### src/rtl/assert_macros.svh
// Assertion macros shared by the converter RTL.
// No dependencies; define NO_ASSERTIONS to compile them out.
`ifndef ASSERT_MACROS_SVH
`define ASSERT_MACROS_SVH
`ifndef NO_ASSERTIONS
`define ASSERT_IMP(lbl, ck, rn, a, c) \
	lbl: assert property (@(posedge ck) disable iff (!rn) (a) |-> (c)) \
		else $error("assertion failed");
`define ASSERT_NXT(lbl, ck, rn, a, c) \
	lbl: assert property (@(posedge ck) disable iff (!rn) (a) |=> (c)) \
		else $error("assertion failed");
`else
`define ASSERT_IMP(lbl, ck, rn, a, c)
`define ASSERT_NXT(lbl, ck, rn, a, c)
`endif
`endif

### src/rtl/epcc_pkg.sv
// Types, constants and helper functions of the primitive/conservative converter.
// No dependencies.
package epcc_pkg;
	localparam int DIV_STAGES = 48;

	localparam logic FUNC_FWD = 1'b0;
	localparam logic FUNC_REV = 1'b1;

	localparam logic REG_GM1 = 1'b0;
	localparam logic REG_INV = 1'b1;

	localparam logic [17:0] GM1_RST = 18'd26214;
	localparam logic [30:0] INV_RST = 31'd163840;

	localparam logic [63:0] KE_CAP = 64'h0000_8000_0000_0000;
	localparam logic signed [49:0] BR_MAX = 50'sh1FFF_FFFF_FFFF;

	typedef struct packed {
		logic [31:0] rem;
		logic [47:0] nq;
		logic        neg;
	} lane_t;

	typedef struct packed {
		logic             func;
		logic [31:0]      q0;
		logic [2:0][31:0] qm;
		logic [31:0]      q4;
		logic [31:0]      dv;
		lane_t [2:0]      ln;
	} div_t;

	typedef struct packed {
		logic [31:0] q0;
		logic [31:0] q1;
		logic [31:0] q2;
		logic [31:0] q3;
		logic [31:0] q4;
		logic        zd;
		logic        sat;
	} res_t;

	typedef struct packed {
		logic        sat;
		logic [31:0] v;
	} sat_t;

	function automatic sat_t sat32(input logic signed [63:0] x);
		sat_t r;
		if (x > 64'sd2147483647) begin
			r.sat = 1'b1;
			r.v = 32'h7FFF_FFFF;
		end else if (x < -64'sd2147483648) begin
			r.sat = 1'b1;
			r.v = 32'h8000_0000;
		end else begin
			r.sat = 1'b0;
			r.v = x[31:0];
		end
		return r;
	endfunction

	function automatic logic [31:0] mag32(input logic [31:0] x);
		return x[31] ? (32'd0 - x) : x;
	endfunction
endpackage

### src/rtl/epcc_obuf.sv
// Two-entry output buffer that decouples the pipeline from the receiver.
// Depends on epcc_pkg and assert_macros.svh.
`include "assert_macros.svh"
module epcc_obuf import epcc_pkg::*; (
	input  logic clk,
	input  logic arst_n,
	input  logic push,
	input  res_t din,
	output logic full,
	output logic out_valid,
	input  logic out_stall,
	output res_t dout
);
	localparam logic [1:0] CNT_EMPTY = 2'd0;
	localparam logic [1:0] CNT_ONE = 2'd1;
	localparam logic [1:0] CNT_FULL = 2'd2;

	logic [1:0] cnt_q;
	logic       pop;
	res_t       head_q, spare_q;

	assign out_valid = (cnt_q != CNT_EMPTY);
	assign pop = out_valid && !out_stall;
	assign full = (cnt_q == CNT_FULL);
	assign dout = head_q;

	always_ff @(posedge clk or negedge arst_n) begin
		if (!arst_n) begin
			cnt_q <= CNT_EMPTY;
		end else begin
			cnt_q <= cnt_q + {1'b0, push} - {1'b0, pop};
		end
	end

	always_ff @(posedge clk) begin
		case (cnt_q)
			CNT_EMPTY: begin
				if (push) head_q <= din;
			end
			CNT_ONE: begin
				if (push && pop) head_q <= din;
				else if (push) spare_q <= din;
			end
			CNT_FULL: begin
				if (pop) head_q <= spare_q;
			end
			default: ;
		endcase
	end

	`ASSERT_IMP(a_no_push_full, clk, arst_n, cnt_q == CNT_FULL, !push)
	`ASSERT_NXT(a_full_holds, clk, arst_n, cnt_q == CNT_FULL && out_stall, cnt_q == CNT_FULL)
endmodule
### config.mk
export PLATFORM = sky130hd
export DESIGN_NAME = epcc_obuf
export DESIGN_NICKNAME = d
export VERILOG_FILES = /design/src/rtl/epcc_pkg.sv /design/src/rtl/epcc_obuf.sv
export VERILOG_INCLUDE_DIRS = /design/src /design/src/rtl
export SDC_FILE = /design/constraint.sdc
export NUM_CORES = 1
export LEC_CHECK = 0
export BUFFER_PORTS_ARGS = -buffer_cell sky130_fd_sc_hd__buf_2
export CAP_MARGIN = 20
export CORE_MARGIN = 2
export CORE_UTILIZATION = 25
export CTS_CLUSTER_SIZE = 8
export DETAILED_ROUTE_END_ITERATION = 10
export SETUP_SLACK_MARGIN = 0.3
export SLEW_MARGIN = 20
export SYNTH_ARGS = -nofsm -noshare
export SYNTH_HDL_FRONTEND = slang
export SYNTH_SLANG_ARGS = --single-unit
### constraint.sdc
create_clock -name clk -period 15.8 [get_ports clk]
set_input_delay 1.58 -clock clk [delete_from_list [all_inputs] [get_ports clk]]
set_output_delay 1.58 -clock clk [all_outputs]
set_load 0.005 [all_outputs]
# Word-level counts from Yosys, hierarchy flattened
# Index checks and enable logic that the tools add are counted.
# word_totals
register_bits,326
latch_bits,0
mem_bits_rw,0
rom_bits,0
in_bits,166
output_inout_bits,164
elab_cells,35
memories,0
# op_classes
addsub,2
n_mul,0
div,0
order_cmp,0
n_eq_ne,5
n_shift,0
muxes,4
n_bitwise,1
n_reduce_logical,8
# op_table
cell,n
$mux 162,3
$pmux 162 s3,1
$ne 2x2->1 const B,2
$reduce_and 4->1,1
$reduce_and 3->1,1
$reduce_bool 3->1,1
$add 2x1->2,1
$eq 2x1->1 const B,1
$eq 2x2->1 const B,1
$logic_and 1x1->1,2
$logic_not 2->1,1
$ne 2x1->1 const B,1
$reduce_bool 2->1,1
$sub 2x1->2,1
$logic_not 1->1,1
$not 1->1,1

# Depth between registers and ports, before layout
# depth
word_depth,5
ltp_mapped,5
mapped_depth_nobuf,4

# Worst setup path after synthesis
# No wires, ideal clock.
# synth_timing
path_kind,input port to flip-flop
from,input port out_stall
to,"register head_q (netlist bit dout[0]), enable pin"
setup_time_ns,0.740
arrival_time_ns,9.607
required_ns,15.060
setup_slack_ns,5.453
stages,2
path_buffers,0
path_cell_list,and2_1 -> o22ai_1
# synth_via
elab_chain_cells,5
# synth_rtl
item,line,text
from (decl),epcc_obuf.sv:11,"input logic out_stall,"
$logic_not 1->1 (*),epcc_obuf.sv:23,assign pop = out_valid && !out_stall;
$logic_and 1x1->1 (*),epcc_obuf.sv:23,
$logic_and 1x1->1,epcc_obuf.sv:41,if (push && pop) head_q <= din;
$ne 2x2->1 (no line),n/a,
$reduce_and 4->1 (no line) (*),n/a,
to (signal assigned),epcc_obuf.sv:38,if (push) head_q <= din;
to (signal assigned),epcc_obuf.sv:41,
to (signal assigned),epcc_obuf.sv:45,if (pop) head_q <= spare_q;
to (decl),epcc_obuf.sv:20,"res_t head_q, spare_q;"
# Mark *: on every way between the ends. The rest lies on a longest branch, timed or not.
# A chain may end at the register's enable or synchronous reset.

# Final worst setup path
# layout_timing
from,register cnt_q[0]
to,output port full
# layout_via
elab_chain_cells,1
# layout_rtl
item,line,text
from (decl),epcc_obuf.sv:18,logic [1:0] cnt_q;
from (signal assigned),epcc_obuf.sv:31,"cnt_q <= cnt_q + {1'b0, push} - {1'b0, pop};"
$eq 2x2->1,epcc_obuf.sv:24,assign full = (cnt_q == CNT_FULL);
to (decl),epcc_obuf.sv:9,"output logic full,"
# No other way between the ends.

==> impl_metrics.env <==
export IMPL_grt_ovfl_total=0
export IMPL_root_buffer="clkbuf_16"
export IMPL_power_leakage_nw=5.88
export IMPL_crit_required_ps=14220
export IMPL_criticalPathCategory="register to output pin"
export IMPL_synth_xor_area_share=0.000725
export IMPL_cts_sinks=326
export IMPL_path_clk_slew_ps=60
export IMPL_synth_adder_area_share=0.00104
export IMPL_clock_path_buffers=3
export IMPL_nFillCells=4585
export IMPL_hpwlAfterDp_um=16800
export IMPL_grt_pass1_wl_um=38900
export IMPL_cts_made_buffers=47
export IMPL_worst_r2r_path_depth=5
export IMPL_grt_pass1_vias=6509
export IMPL_drt_first_iter_violations=289
export IMPL_multi_input_area_um2=2180
export IMPL_num_rows=80
export IMPL_synthMuxAreaShare=0.172
export IMPL_holdWs_ps=537
export IMPL_ys_warn_count=0
export IMPL_gp_congestion=0.733
export IMPL_ctsResizeCount=0
export IMPL_busiest_layer="met2"
export IMPL_cp_max_fo=64
export IMPL_final_period_utilization=0.214
export IMPL_rsz0062_at_grt="false"
export IMPL_vias_per_cell=4.07
export IMPL_cts_tree="done"
export IMPL_avgSynthCellArea_um2=23.4
export IMPL_die_x_um=224
export IMPL_dr_pass1_iters=4
export IMPL_final_layout_size_suffix_gt1_frac=0.615
export IMPL_maxSlewViolCount=0
export IMPL_ys_ff_latch=326
export IMPL_fmaxAchievable_mhz=295
export IMPL_grt_util_met3=0.0446
export IMPL_final_nets=1051
export IMPL_setup_violations=0
export IMPL_syn_inst=517
export IMPL_tightest_slew_ps=1090
export IMPL_syn_area_um2=12100
export IMPL_cp_start_kind="register"
export IMPL_path_cells="nand2b_4, inv_8, buf_2"
export IMPL_fin_util=0.330
export IMPL_slew_headroom=0.272
export IMPL_hold_path_class="register to register"
export IMPL_post_cts_buffers=0
export IMPL_status="complete, no violations"
export IMPL_seq_area_um2=9780
export IMPL_crit_slowest_cell="dfrtp_1"
export IMPL_area_growth_pct=30.3
export IMPL_grt_max_degree=163
export IMPL_ctsHtreeMaxLevel=2
export IMPL_io_buffer_count=329
export IMPL_final_hold_violation_count=0
export IMPL_grt_use_total=0.102
export IMPL_num_vias=6175
export IMPL_routedWlPerCell_um=17.2
export IMPL_synth_top_family_by_area="multiplexers"
export IMPL_die_h_um=224
export IMPL_postRouteAntennaNets=0
export IMPL_crit_cells=3
export IMPL_cp_arrival_ps=1800
export IMPL_grtUsageMet2=0.160
export IMPL_core_um2=47700
export IMPL_io_pin_count=330
export IMPL_seq_area_frac_synth=0.810
export IMPL_initial_core_util=0.253
export IMPL_drt_total_wl_um=26100
export IMPL_synth_nets=684
export IMPL_grt_use_met1=0.125
export IMPL_fin_crit_ps=3380
export IMPL_insertion_delay_ps=560
export IMPL_ir_drop_mv=0.0844
export IMPL_cts_hold_buf=0
export IMPL_antenna_found_initial=5
export IMPL_whs_path_depth=1
export IMPL_critical_path_top_delay_family="buffers and inverters"
export IMPL_worst_path_buf_inv=2
export IMPL_setup_tns_ps=0
export IMPL_synth_cell_type_count=17
export IMPL_skew_ps=14.3
export IMPL_slowest_delay_ps=400
export IMPL_end_kind="output pin"
export IMPL_cap_violations=0
export IMPL_drc=0
export IMPL_fp_dieArea_um2=50100
export IMPL_synth_simple_area_share=0.00331
export IMPL_power_density_nw_per_um2=166
export IMPL_synth_compound_area_frac=0.00135
-- layer usage --
metal  vias up  share of wire
met2       228           0.47
met5         -         0.0016
met4         6          0.024
met1      3078           0.42
met3        58          0.089
li1       2805              -
-- registers in the layout, summed over array words and instances, names as in the netlist --
signal	flops
spare_q	162
dout	162
cnt_q	2
-- worst paths after layout --
path	from	to	slack, ps
min in group asynchronous	arst_n	cnt_q[0]$_DFF_PN0_	810
min reg2reg	spare_q[156]$_DFFE_PP_	dout[156]$_DFFE_PP_	540
min	spare_q[156]$_DFFE_PP_	dout[156]$_DFFE_PP_	540
max reg2reg	cnt_q[0]$_DFF_PN0_	dout[158]$_DFFE_PP_	12460
max	cnt_q[0]$_DFF_PN0_	full	12420
max in group asynchronous	arst_n	cnt_q[1]$_DFF_PN0_	14890
-- stage by stage --
stage / area [um^2] / power [W] / setup WS [ps] / instances
floorplan: 12100 / 0.00158 / 5450 / 517
global placement: 14400 / 0.00174 / 11950 / 1450
detailed placement: 14400 / 0.00175 / 11890 / 1450
CTS: 15700 / 0.00268 / 12340 / 1514
global route: 15700 / 0.00275 / 12250 / 1514
finish: 15700 / 0.00262 / 12420 / 1516
-- final cells by class --
class                           count  area share
Clock buffer                       62      0.0810
Tap cell                          615      0.0489
Antenna cell                        2    0.000318
Multi-Input combinational cell    173       0.139
Clock inverter                      2    0.000636
Timing Repair Buffer              335       0.108
Inverter                            1    0.000716
Sequential cell                   326       0.621
-- kinds of logic (layout without fill, tap and decap cells) --
logic type               Yosys count  in the layout
adder cells (fa/ha/maj)            1              1
AND/OR/NAND/NOR                    6              6
flip-flops                       326            326
other                              0              2
AO/OA/AOI/OAI                      3              3
XOR/XNOR                           1              1
multiplexers                     162            162
buffers and inverters             18            400
-- power breakdown --
part	switching [W]	internal [W]
combinational	0.000265	0.000237
sequential	0.0000416	0.00118
clock	0.000344	0.000551
total	0.000650	0.00197
-- cell usage in the layout, fill, tap and decap left out, types with 2 or more instances in the layout --
cell / n
buf_4: 5
clkinv_2: 2
buf_2: 329
clkbuf_16: 49
clkbuf_1: 13
mux2_2: 93
o21ai_0: 2
diode_2: 2
dfrtp_1: 2
mux2_4: 69
edfxtp_1: 324
-- synthesized netlist by cell type --
cell type	count	share of area
buf_6	8	0.0075
and2_1	1	0.00052
nand2b_4	1	0.0011
edfxtp_1	324	0.81
mux2_4	69	0.086
nand2b_1	1	0.00052
mux2_2	93	0.087
nand2_1	1	0.00031
ha_1	1	0.0010
o21ai_0	2	0.00083
nor2_1	1	0.00031
buf_2	9	0.0037
or2_2	1	0.00052
o22ai_1	1	0.00052
dfrtp_1	2	0.0041
inv_2	1	0.00031
xnor2_1	1	0.00073
Power figures use the tool's default switching activity.
